**src/rmq_pkg.sv**
```systemverilog
// Shared types, defaults and width helpers for the rotation matrix to quaternion core.
// Depends on nothing; imported by every module of the core and by its checker.
`timescale 1ns / 1ps

package rmq_pkg;

   localparam int VALUE_WIDTH_DEF   = 16;
   localparam int FRACTION_BITS_DEF = 14;

   // Branch that picks the main quaternion component
   typedef enum logic [1:0] {
      SEL_X     = 2'd0,
      SEL_Y     = 2'd1,
      SEL_Z     = 2'd2,
      SEL_TRACE = 2'd3
   } sel_type;

   // Control that travels with each beat down the pipeline
   typedef struct packed {
      logic    valid;
      sel_type sel;
      logic    clamped;
   } rmq_ctl_type;

   // Signed width of the radicand: diagonal sums plus one
   function automatic int rmq_rad_width(input int vw, input int fb);
      return ((vw > fb + 2) ? vw : fb + 2) + 3;
   endfunction

   // Bits of the half square root (one pipeline stage per bit)
   function automatic int rmq_root_width(input int vw, input int fb);
      int xw;
      xw = rmq_rad_width(vw, fb) - 1 + fb - 2;
      return (xw + 1) >> 1;
   endfunction

   // Bits of the divider numerator and quotient (one stage per bit)
   function automatic int rmq_quot_width(input int vw, input int fb);
      return vw + fb + 2;
   endfunction

   // Start-to-strobe latency in clock cycles
   function automatic int rmq_latency(input int vw, input int fb);
      return 3 + rmq_root_width(vw, fb) + rmq_quot_width(vw, fb);
   endfunction

endpackage

```
**src/rmq_sqrt.sv**
```systemverilog
// Pipelined integer square root, one result bit per stage, with side data.
// Depends on rmq_pkg.
`timescale 1ns / 1ps

module rmq_sqrt
   import rmq_pkg::*;
#(
   parameter int VALUE_WIDTH   = VALUE_WIDTH_DEF,
   parameter int FRACTION_BITS = FRACTION_BITS_DEF
) (
   input  logic                                                   clock,
   input  logic                                                   reset,
   input  rmq_ctl_type                                            ctl_i,
   input  logic [rmq_rad_width(VALUE_WIDTH, FRACTION_BITS)-2:0]   rad,
   input  logic [2:0][VALUE_WIDTH:0]                              diff_i,
   output rmq_ctl_type                                            ctl_o,
   output logic [rmq_root_width(VALUE_WIDTH, FRACTION_BITS)-1:0]  root,
   output logic [2:0][VALUE_WIDTH:0]                              diff_o
);

   localparam int DW   = VALUE_WIDTH + 1;
   localparam int RB   = rmq_root_width(VALUE_WIDTH, FRACTION_BITS);
   localparam int XW   = 2 * RB;

   rmq_ctl_type         ctl_src  [RB];
   rmq_ctl_type         ctl_ff   [RB];
   logic [XW-1:0]       x_src    [RB];
   logic [XW-1:0]       x_ff     [RB];
   logic [RB-1:0]       root_src [RB];
   logic [RB-1:0]       root_in  [RB];
   logic [RB-1:0]       root_ff  [RB];
   logic [RB:0]         rem_src  [RB];
   logic [RB:0]         rem_in   [RB];
   logic [RB:0]         rem_ff   [RB];
   logic [2:0][DW-1:0]  diff_src [RB];
   logic [2:0][DW-1:0]  diff_ff  [RB];

   // Feed the first stage with the scaled radicand
   assign ctl_src[0]  = ctl_i;
   assign x_src[0]    = XW'(rad) << (FRACTION_BITS - 2);
   assign root_src[0] = '0;
   assign rem_src[0]  = '0;
   assign diff_src[0] = diff_i;

   for (genvar s = 0; s < RB; s++) begin : g_stage
      logic [RB+2:0] rem_sh;
      logic [RB+2:0] trial;

      if (s > 0) begin : g_link
         assign ctl_src[s]  = ctl_ff[s-1];
         assign x_src[s]    = x_ff[s-1];
         assign root_src[s] = root_ff[s-1];
         assign rem_src[s]  = rem_ff[s-1];
         assign diff_src[s] = diff_ff[s-1];
      end

      // Bring down two radicand bits and try the next root bit
      always_comb begin
         rem_sh = {rem_src[s], x_src[s][XW-1-2*s -: 2]};
         trial  = {1'b0, root_src[s], 2'b01};
         if (rem_sh >= trial) begin
            rem_in[s]  = (RB+1)'(rem_sh - trial);
            root_in[s] = {root_src[s][RB-2:0], 1'b1};
         end else begin
            rem_in[s]  = rem_sh[RB:0];
            root_in[s] = {root_src[s][RB-2:0], 1'b0};
         end
      end

      always_ff @(posedge clock) begin
         if (reset) begin
            ctl_ff[s].valid <= 1'b0;
         end else begin
            ctl_ff[s].valid <= ctl_src[s].valid;
         end
         ctl_ff[s].sel     <= ctl_src[s].sel;
         ctl_ff[s].clamped <= ctl_src[s].clamped;
         x_ff[s]           <= x_src[s];
         root_ff[s]        <= root_in[s];
         rem_ff[s]         <= rem_in[s];
         diff_ff[s]        <= diff_src[s];
      end
   end

   assign ctl_o  = ctl_ff[RB-1];
   assign root   = root_ff[RB-1];
   assign diff_o = diff_ff[RB-1];

endmodule

```
**config.mk**
```make
export PLATFORM = sky130hd
export DESIGN_NAME = rmq_sqrt
export DESIGN_NICKNAME = d
export VERILOG_FILES = /design/src/rmq_pkg.sv /design/src/rmq_sqrt.sv
export SDC_FILE = /design/constraint.sdc
export NUM_CORES = 1
export LEC_CHECK = 0
export BUFFER_PORTS_ARGS = -buffer_cell sky130_fd_sc_hd__buf_2
export CAP_MARGIN = 0
export CORE_AREA = 2 2 274 276
export DETAILED_ROUTE_END_ITERATION = 8
export DIE_AREA = 0 0 276 278
export MAX_ROUTING_LAYER = met4
export PLACE_DENSITY = 0.58
export SLEW_MARGIN = 25
export SYNTH_ARGS = -nofsm -noshare
export SYNTH_HDL_FRONTEND = slang
export SYNTH_SLANG_ARGS = --single-unit
```
**constraint.sdc**
```tcl
create_clock -name clock -period 3.5 [get_ports clock]
set_clock_uncertainty 0.1 [all_clocks]
set_input_delay 0.175 -clock clock [delete_from_list [all_inputs] [get_ports clock]]
set_output_delay 0.175 -clock clock [all_outputs]
set_load 0.1 [all_outputs]
```
==> key figures <==
Pwr
  • Worst VDD drop: 0.4841 mV
  • Leak: 17.80 nW
  • Pwr dens: 812.9 nW/um2

Layout
  • Post-layout util: 0.5386
  • Layout fillers: 6170
  • Layout area overhead: 20.33%
  • Layout cells sized above 1: 0.1388
  • Sequential Area: 24420 um2
  • Nets: 3027
  • Area of the multi-input gates: 7510 um2

Floorplanning
  • Die W: 276 um
  • Full die area: 76730 um2
  • Rows: 100
  • Die height: 278 um
  • Core area: 73820 um2
  • Starting Density: 0.4476
  • IO Count: 145

Drt
  • Vias/cell: 4.451
  • M1 WL: 21790 um
  • WL met2: 23560 um
  • Top sig layer: met4
  • DRC viols: 12
  • DRT Pass-1 Iters: 7
  • Post-route antenna net violation count: 0
  • Met3 wire len: 2099 um
  • Initial DRC Count: 680
  • Routed len/inst: 12.69 um
  • DR vias: 17.30k
  • Final WL: 49340 um

Timing
  • Max Freq: 343.1 MHz
  • Final hold vios: 0
  • Final slew viol count: 0
  • Tmin final: 2915 ps
  • Worst-Margin Slew: 809.6 ps
  • Worst rel slew slack: 0.4570
  • RSZ-0062 raised after global routing: no
  • Setup Viol. Count Final: 0
  • Period utilization: 0.8329
  • Final TNS setup: 0 ps
  • Final worst slack: 585.0 ps

Setup path
  • Path depth of the worst reg2reg path: 8
  • Arrival @ worst endpoint: 3360 ps
  • Required @ worst endpoint: 3940 ps
  • Reg2Reg Setup Slack: 580 ps
  • Crit path capture type: flip-flop
  • Worst r2r src: root_ff[0][60]
  • WS Path Type: flip-flop to flip-flop
  • Type of origin of the critical path: flip-flop
  • R2R Path End: rem_ff[0][85]
  • Critical path endpoint: rem_ff[0][85]
  • CP max FO: 10
  • CP startpoint: root_ff[0][60]

Run status
  • Outcome: complete, but fails checks
  • Failing checks: design-rule violations

Synthesis
  • Ys async rst share: 0
  • Mapped Area: 33040 um2
  • Netlist cell types: 75
  • Yosys warns: 0
  • Top-area cell type share of the netlist area: 0.7391
  • Avg Inst Size Synth: 13.16 um2
  • Sequential cell area fraction in the yosys report: 0.7391
  • Post-synth EDFFs: 0
  • Area leader, netlist: dfxtp_1
  • Yosys reg bits: 1220
  • Top post-synthesis cells by area: dfxtp_1 (74%), ha_1 (4.7%), inv_1 (1.9%)
  • Top FF cell, synth: dfxtp_1
  • Syn Nets: 2715
  • Post-Synthesis Cells: 2511

CTS
  • Worst-path clk slew: 60 ps
  • PostCTS Resize Cnt: 0
  • Clock latency on the worst-skew pair: 680 ps
  • Clock Sinks: 1220
  • CTS root buffer: clkbuf_16
  • H-tree depth: 3
  • Max Buffers Root-to-Sink: 3
  • CTS tree: yes
  • CTS Buf Count: 114

Hold path
  • Worst Hold Class: primary input to flip-flop
  • Worst hold path cell count: 2

GRT
  • First-pass GRT wire length: 81220 um
  • Initial antenna violation count: 2
  • All-Layer GR Usage: 0.1321
  • Vias in the first global route: 17.25k
  • Grt total ovfl: 0
  • Largest net degree at the start of global routing: 23

Placed design
  • Dpl ws: 619.2 ps
  • Gpl congestion: 0.8842
  • Number of buffers added on ports: 144
  • Post-detailed-placement half-perimeter wirelength: 33400 um

Flow run
  • Max_cap viols: 0
-- through the flow --
stage	hold WS [ps]	power, W	std cells	cell area [um2]
CTS	1.304	0.03277	3887	39760
floorplan	102.7	0.01908	2511	33040
finish	39.99	0.03232	3888	39760
global placement	178.1	0.01990	3561	34580
global route	22.79	0.03393	3887	39760
detailed placement	178.6	0.01999	3561	34580
-- per-layer routing --
layer  vias to the layer above  GRT usage
li1                       8910          -
met1                      7904     0.1512
met2                       341     0.2206
met3                       149    0.02703
met4                         0    0.06683
met5                         -          -
-- layout by cell type, fill, tap and decap left out, drive strengths merged, types with 6 or more instances in the layout --
| master | count |
|---|---|
| nor2b | 31 |
| mux2 | 38 |
| xor2 | 59 |
| xnor2 | 56 |
| o211ai | 13 |
| mux2i | 10 |
| a21boi | 6 |
| nand3 | 20 |
| clkinvlp | 8 |
| a21oi | 73 |
| o21ai | 87 |
| clkinv | 31 |
| a21o | 27 |
| a31oi | 6 |
| buf | 155 |
| o21a | 26 |
| nand2b | 14 |
| or2 | 11 |
| a2111oi | 7 |
| nand2 | 98 |
| inv | 166 |
| o31ai | 15 |
| nor3 | 52 |
| dlygate4sd3 | 115 |
| nor2 | 105 |
| nor3b | 6 |
| dfxtp | 1220 |
| or3 | 31 |
| a211oi | 19 |
| bufinv | 11 |
| or4 | 8 |
| and2 | 9 |
| clkbuf | 162 |
| nand4 | 9 |
| nor4 | 23 |
| ha | 124 |
-- sequential cells by signal, summed over array words and instances, names as in the netlist --
name and count:
x_ff 72, ctl_ff 60, root_ff 120, rem_ff 203
diff_ff 765
-- final cells by class --
class                   count  area share
diodes                      1  0.00006294
multi-input cells        1050      0.1889
clock inverters            49     0.01775
inverters                 167     0.01577
well taps                 969     0.03049
flip-flops and latches   1220      0.6143
repair buffers            270     0.04915
clock buffers             162     0.08361
-- cells by family after synthesis --
group,share of synthesized area
DFF,0.7391
and+or+nand+nor,0.06698
AOI/OAI and AO/OA,0.06346
buffers and inverters,0.03374
adders and majority gates,0.04998
xor gates and xnor gates,0.03048
muxes,0.01609
other,0.0001135
-- cell usage after synthesis (all sizes together), types with 4 or more instances --
master	count
a21oi	73
nand4	9
nand3	20
o31a	5
or4	8
or3	31
a21o	27
nand3b	4
or2	11
nand2b	14
o22ai	4
nor2	105
a211oi	19
mux2i	10
nand2	98
a21boi	6
fa	5
ha	124
clkbuf	16
o21ai	87
buf	58
inv	166
and3	4
nor4	23
o21a	26
nor2b	31
and2	9
o31ai	15
a211o	4
dfxtp	1220
a2111oi	7
a31oi	6
xor2	59
nor3b	6
mux2	38
nor3	52
xnor2	56
o211ai	13
-- repair_timing --
item | CTS | global route
hold buffers | 115 | 0
setup buffers | 0 | 0
hold endpoints to repair | 88 | 0
-- worst max-delay path: stages, from the launching register on --
cell and delay [ps]:
dfxtp_1 320, inv_1 40, ha_1 320, nor2b_1 150, o21ai_0 270, a21boi_0 250
o41a_1 510, nor3_4 440, mux2_2 390
-- where the power goes --
part	switching (W)	leakage, nW	total [W]	internal, W
clock network	0.00506	1.95	0.0125	0.00747
registers	0.000751	10.3	0.0161	0.0154
logic	0.00205	5.59	0.00367	0.00162
-- how the worst min path moves through the flow --
stage,start,end
finish,diff_i[13],diff_ff[0][13]
CTS,diff_i[43],diff_ff[0][43]
global placement,diff_i[33],diff_ff[0][33]
global route,diff_i[10],diff_ff[0][10]
detailed placement,rad[11],x_ff[0][23]
floorplan,ctl_i[0],ctl_ff[0][0]
Note: power is estimated with default switching activity, not from simulation.
