`config.mk`:
```
export PLATFORM = sky130hd
export DESIGN_NAME = rmq_front
export DESIGN_NICKNAME = d
export VERILOG_FILES = /design/src/rmq_pkg.sv /design/src/rmq_front.sv
export SDC_FILE = /design/constraint.sdc
export NUM_CORES = 1
export LEC_CHECK = 0
export BUFFER_PORTS_ARGS = -buffer_cell sky130_fd_sc_hd__buf_2
export CAP_MARGIN = 5
export CORE_MARGIN = 2
export CORE_UTILIZATION = 60
export DETAILED_ROUTE_END_ITERATION = 8
export PLACE_DENSITY = 0.91
export SLEW_MARGIN = 20
export SYNTH_ARGS = -nofsm -noshare
export SYNTH_HDL_FRONTEND = slang
export SYNTH_SLANG_ARGS = --single-unit
```
`constraint.sdc`:
```
create_clock -name clock -period 6.05 [get_ports clock]
set_input_delay 1.815 -clock clock [delete_from_list [all_inputs] [get_ports clock]]
set_output_delay 1.815 -clock clock [all_outputs]
set_load 0.1 [all_outputs]
```
`src/rmq_pkg.sv`:
```
// Shared types, defaults and width helpers for the rotation matrix to quaternion core.
// Depends on nothing; imported by every module of the core and by its checker.
`timescale 1ns / 1ps

package rmq_pkg;

   localparam int VALUE_WIDTH_DEF   = 16;
   localparam int FRACTION_BITS_DEF = 14;

   // Branch that picks the main quaternion component
   typedef enum logic [1:0] {
      SEL_X     = 2'd0,
      SEL_Y     = 2'd1,
      SEL_Z     = 2'd2,
      SEL_TRACE = 2'd3
   } sel_type;

   // Control that travels with each beat down the pipeline
   typedef struct packed {
      logic    valid;
      sel_type sel;
      logic    clamped;
   } rmq_ctl_type;

   // Signed width of the radicand: diagonal sums plus one
   function automatic int rmq_rad_width(input int vw, input int fb);
      return ((vw > fb + 2) ? vw : fb + 2) + 3;
   endfunction

   // Bits of the half square root (one pipeline stage per bit)
   function automatic int rmq_root_width(input int vw, input int fb);
      int xw;
      xw = rmq_rad_width(vw, fb) - 1 + fb - 2;
      return (xw + 1) >> 1;
   endfunction

   // Bits of the divider numerator and quotient (one stage per bit)
   function automatic int rmq_quot_width(input int vw, input int fb);
      return vw + fb + 2;
   endfunction

   // Start-to-strobe latency in clock cycles
   function automatic int rmq_latency(input int vw, input int fb);
      return 3 + rmq_root_width(vw, fb) + rmq_quot_width(vw, fb);
   endfunction

endpackage

```
`src/rmq_front.sv`:
```
// Front end: trace, branch select, radicand with clamp and off-diagonal terms.
// Depends on rmq_pkg.
`timescale 1ns / 1ps

module rmq_front
   import rmq_pkg::*;
#(
   parameter int VALUE_WIDTH   = VALUE_WIDTH_DEF,
   parameter int FRACTION_BITS = FRACTION_BITS_DEF
) (
   input  logic                                   clock,
   input  logic                                   reset,
   input  logic                                   in_valid,
   input  logic [8:0][VALUE_WIDTH-1:0]            mat,
   output rmq_ctl_type                            ctl,
   output logic [rmq_rad_width(VALUE_WIDTH, FRACTION_BITS)-2:0] rad,
   output logic [2:0][VALUE_WIDTH:0]              diff
);

   localparam int W    = VALUE_WIDTH;
   localparam int TW   = W + 2;
   localparam int DW   = W + 1;
   localparam int RADW = rmq_rad_width(VALUE_WIDTH, FRACTION_BITS);
   localparam logic signed [RADW-1:0] ONE = RADW'(1) << FRACTION_BITS;

   function automatic logic signed [RADW-1:0] ext_r(input logic [W-1:0] v);
      return RADW'($signed(v));
   endfunction

   function automatic logic signed [DW-1:0] ext_d(input logic [W-1:0] v);
      return DW'($signed(v));
   endfunction

   // Stage one: trace sign and branch select
   logic [8:0][W-1:0]     mat_ff;
   sel_type               sel_ff, sel_in;
   logic                  v1_ff;
   logic signed [TW-1:0]  trace_w;
   sel_type               sel_a;
   logic signed [W-1:0]   max_a;

   always_comb begin
      trace_w = TW'($signed(mat[0])) + TW'($signed(mat[4])) + TW'($signed(mat[8]));
      sel_a   = ($signed(mat[4]) > $signed(mat[0])) ? SEL_Y : SEL_X;
      max_a   = (sel_a == SEL_Y) ? $signed(mat[4]) : $signed(mat[0]);
      if (!trace_w[TW-1]) begin
         sel_in = SEL_TRACE;
      end else if ($signed(mat[8]) > max_a) begin
         sel_in = SEL_Z;
      end else begin
         sel_in = sel_a;
      end
   end

   always_ff @(posedge clock) begin
      if (reset) begin
         v1_ff <= 1'b0;
      end else begin
         v1_ff <= in_valid;
      end
      mat_ff <= mat;
      sel_ff <= sel_in;
   end

   // Stage two: radicand and differences for the chosen branch
   logic signed [RADW-1:0] rad_w;
   logic signed [DW-1:0]   d0_w, d1_w, d2_w;
   logic [RADW-2:0]        rad_in, rad_ff;
   logic                   clamp_in;
   logic [2:0][DW-1:0]     diff_ff;
   rmq_ctl_type            ctl_ff;

   always_comb begin
      unique case (sel_ff)
         SEL_TRACE: begin
            rad_w = ext_r(mat_ff[0]) + ext_r(mat_ff[4]) + ext_r(mat_ff[8]) + ONE;
            d0_w  = ext_d(mat_ff[7]) - ext_d(mat_ff[5]);
            d1_w  = ext_d(mat_ff[2]) - ext_d(mat_ff[6]);
            d2_w  = ext_d(mat_ff[3]) - ext_d(mat_ff[1]);
         end
         SEL_X: begin
            rad_w = ext_r(mat_ff[0]) - (ext_r(mat_ff[4]) + ext_r(mat_ff[8])) + ONE;
            d0_w  = ext_d(mat_ff[1]) + ext_d(mat_ff[3]);
            d1_w  = ext_d(mat_ff[2]) + ext_d(mat_ff[6]);
            d2_w  = ext_d(mat_ff[7]) - ext_d(mat_ff[5]);
         end
         SEL_Y: begin
            rad_w = ext_r(mat_ff[4]) - (ext_r(mat_ff[8]) + ext_r(mat_ff[0])) + ONE;
            d0_w  = ext_d(mat_ff[1]) + ext_d(mat_ff[3]);
            d1_w  = ext_d(mat_ff[5]) + ext_d(mat_ff[7]);
            d2_w  = ext_d(mat_ff[2]) - ext_d(mat_ff[6]);
         end
         default: begin
            rad_w = ext_r(mat_ff[8]) - (ext_r(mat_ff[0]) + ext_r(mat_ff[4])) + ONE;
            d0_w  = ext_d(mat_ff[2]) + ext_d(mat_ff[6]);
            d1_w  = ext_d(mat_ff[5]) + ext_d(mat_ff[7]);
            d2_w  = ext_d(mat_ff[3]) - ext_d(mat_ff[1]);
         end
      endcase
      // clamp a non-positive radicand to the smallest step
      clamp_in = rad_w[RADW-1] || (rad_w == '0);
      rad_in   = clamp_in ? (RADW-1)'(1) : rad_w[RADW-2:0];
   end

   always_ff @(posedge clock) begin
      if (reset) begin
         ctl_ff.valid <= 1'b0;
      end else begin
         ctl_ff.valid <= v1_ff;
      end
      ctl_ff.sel     <= sel_ff;
      ctl_ff.clamped <= clamp_in;
      rad_ff         <= rad_in;
      diff_ff        <= {d2_w, d1_w, d0_w};
   end

   assign ctl  = ctl_ff;
   assign rad  = rad_ff;
   assign diff = diff_ff;

endmodule

```
==> results.py <==
metrics = {
    "outcome": {
        "status": "completed",
    },
    "detailed_routing": {
        "vias": 15190,
        "firstDrtPassIters": 5,
        "drc": 0,
        "drt-total-wl_um": 47650,
        "ant_nets": 0,
        "vias_per_cell": 6.038,
        "wl_per_cell_um": 18.95,
        "drt_iter0_drc": 976,
    },
    "logic_synthesis": {
        "syn_nets": 2392,
        "synth_edf_count": 0,
        "synthFlopType": "dfxtp_1",
        "synthArstFlopShare_pct": 0,
        "netlist.area_leader.share_pct": 25.96,
        "ys_ff_latch": 220,
        "synthTopCellsByArea": "dfxtp_1, ha_1, fa_1",
        "synth_most_common_cell": "ha_1",
        "postSynthCellCount": 1906,
        "syn-cell-area_mm2": 0.01696,
        "ys_warn_count": 0,
        "ys_seq_area_share_pct": 25.96,
        "yosysUniqueCellTypes": 79,
        "synth_top_cell_by_area": "dfxtp_1",
        "synthTopCellsByCount": "ha_1, dfxtp_1, inv_1",
        "syn-mean-instance-area_um2": 8.900,
    },
    "clocking": {
        "path_clk_slew_ns": 0.06,
        "cts_tree": "yes",
        "cts_setup_buffers": 0,
        "clk_latency_ns": 0.53,
        "cts-root-buf": "clkbuf_16",
        "htreeDepth": 1,
        "clock_path_buffers": 3,
        "cts.sinks": 220,
        "cts_inserted_buffers": 24,
    },
    "hold_path": {
        "min_from": "v1_ff$_SDFF_PP0_",
        "hold_class": "flip-flop to flip-flop",
        "hold_depth": 1,
        "worst_hold_path.endpoint": "ctl[3]$_SDFF_PP0_",
    },
    "pwr": {
        "p_leak_nw": 9.413,
        "cellPowerDensity_mw_per_mm2": 441.5,
        "ir_worst_vdd_uv": 420.9,
    },
    "floorplanning": {
        "start_util_pct": 61.06,
        "rows": 61,
        "core_area_mm2": 0.02778,
        "fp.dieW_um": 172.1,
        "pin_count": 220,
        "die_area_mm2": 0.02963,
        "die_h_um": 172.1,
    },
    "setup_path": {
        "rr_worst_depth": 25,
        "reg2reg_setup_slack_ns": 0.42,
        "worstPathRequired_ns": 6.47,
        "crit_path_end_kind": "flip-flop",
        "crit_path_max_fanout": 16,
        "critPathKind": "flip-flop to flip-flop",
        "r2r-end": "rad[6]$_SDFF_PP0_",
        "start_kind": "flip-flop",
        "reg2reg_from": "mat_ff[1]$_DFF_P_",
        "arrival_ns": 6.05,
    },
    "global_routing": {
        "grt_usage_pct": 31.54,
        "antenna_found_initial": 0,
        "grt_pass1_wl_um": 74580,
        "grt_max_degree": 46,
        "grt_pass1_vias": 15460,
        "overflow": 0,
    },
    "timing": {
        "period_share_pct": 92.98,
        "final.setup_skew_ns": 0.01024,
        "maxSlewViolCount": 0,
        "tightestPinTransition_ns": 1.041,
        "period_needed_ns": 5.625,
        "slew_headroom_pct": 29.70,
        "final_hold_viol_count": 0,
        "whs_ns": 0.4508,
        "fmax_mhz": 177.8,
        "setup_viol": 0,
        "rsz0062_at_grt": "false",
        "fin_tns_setup_ns": 0,
    },
    "layout": {
        "nNetsFinal": 2605,
        "fin_area_mm2": 0.01940,
        "drive_gt1_share_pct": 14.13,
        "area_delta_synth_final_pct": 14.37,
        "n_antenna_cell": 0,
    },
    "flow_run": {
        "maxCapViolations": 0,
    },
    "placed_design": {
        "portBuffers": 219,
        "routabilityCongestion": 0.9455,
        "dp_hpwl_um": 37360,
        "dpl_cell_area_mm2": 0.01847,
    },
}
==> kinds of logic (layout without fill, tap and decap cells) <==
logic type	after synthesis	in the layout	share of synthesized area, %
compound gates	522	522	20.93
xor+xnor	125	125	6.498
fa+ha+maj	339	339	27.57
buf+inv	260	491	5.812
flops	220	220	25.96
mux	21	21	1.254
simple gates	419	419	11.97
==> routing by layer <==
| metal | GRT usage (%) | share of wire, % |
|---|---|---|
| met1 | 35.28 | 38 |
| met2 | 58.56 | 50 |
| met4 | 15.16 | 4.7 |
| met3 | 4.601 | 7.4 |
| met5 | 0 | 0 |
==> cell usage in the layout (no fill, tap or decap), drive strengths merged, types with 19 or more instances in the layout <==
| cell type | count |
|---|---|
| fa | 58 |
| buf | 232 |
| nor3 | 53 |
| nand2b | 23 |
| mux2i | 19 |
| or3 | 19 |
| xor2 | 27 |
| ha | 281 |
| dfxtp | 220 |
| o21bai | 24 |
| a21oi | 131 |
| inv | 214 |
| a221oi | 29 |
| clkbuf | 30 |
| nand2 | 85 |
| xnor2 | 98 |
| a211oi | 25 |
| nand3 | 28 |
| nor2b | 27 |
| o21a | 33 |
| a21o | 33 |
| o21ai | 87 |
| nor2 | 134 |
==> where the power goes <==
part | total (mW) | switching, mW | internal [mW]
registers | 1.91 | 0.148 | 1.76
logic | 5.02 | 3.64 | 1.38
clock network | 1.64 | 0.619 | 1.02
total | 8.57 | 4.41 | 4.16
==> what timing repair did <==
| item | 4_1_cts | 5_1_grt |
|---|---|---|
| gates resized for setup | 0 | 9 |
| setup endpoints to repair | 0 | 19 |
| hold buffers | 0 | 0 |
==> per-stage QoR <==
step / power, mW / instances / worst slack (ns) / utilization [%]
3_3_place_gp: 6.753 / 2471 / 0.1880 / 66.47
2_1_floorplan: 5.776 / 1906 / 0.4201 / -
6_report: 8.566 / 2515 / 0.4247 / 69.83
3_5_place_dp: 6.839 / 2471 / 0.07526 / 66.47
4_1_cts: 8.502 / 2515 / 0.2340 / 69.70
5_1_grt: 8.971 / 2515 / 0.01301 / 69.83
==> flip-flops by register name (all words and copies together) (netlist names) <==
| signal | cells |
|---|---|
| ctl | 4 |
| diff | 51 |
| mat_ff | 144 |
| sel_ff | 2 |
| v1_ff | 1 |
| rad | 18 |
==> how the worst max path moves through the flow <==
stage | start | endpoint | slack, ns | cells after the start
2_1_floorplan | mat[1] | sel_ff[1]$_SDFF_PP1_ | 0.42 | 23
3_3_place_gp | mat[1] | sel_ff[1]$_SDFF_PP1_ | 0.19 | 23
3_5_place_dp | mat[1] | sel_ff[1]$_SDFF_PP1_ | 0.08 | 23
4_1_cts | mat_ff[0]$_DFF_P_ | rad[6]$_SDFF_PP0_ | 0.23 | 26
5_1_grt | mat_ff[1]$_DFF_P_ | rad[6]$_SDFF_PP0_ | 0.01 | 25
6_report | mat_ff[1]$_DFF_P_ | rad[6]$_SDFF_PP0_ | 0.42 | 25
==> area by class of cell <==
type	count	area, µm²
repair buffers	232	1206
well taps	378	473.0
inverters	215	807.0
multi-input cells	1426	11610
clock buffers	30	684.4
flip-flops and latches	220	4404
fillers	2180	8381
clock inverters	14	214.0
==> critical path, cell delays in order, from the launching register on <==
cell and delay [ns]:
dfxtp_1 0.43, ha_1 0.26, a21o_1 0.18, a21oi_1 0.22
o21ai_0 0.13, a21oi_1 0.25, o21ai_1 0.13, a41o_1 0.31
o41ai_4 0.31, o21bai_1 0.15, a21oi_2 0.24, xnor2_1 0.09
ha_1 0.37, inv_1 0.08, ha_1 0.34, nand2_1 0.09
nor2_1 0.05, a221o_1 0.35, a21oi_1 0.22, a21oi_1 0.15
a221o_1 0.31, o21ai_0 0.14, o32a_1 0.17, buf_4 0.23
inv_1 0.12, and3_1 0.16
No activity file was read; power rests on OpenSTA's default activity.
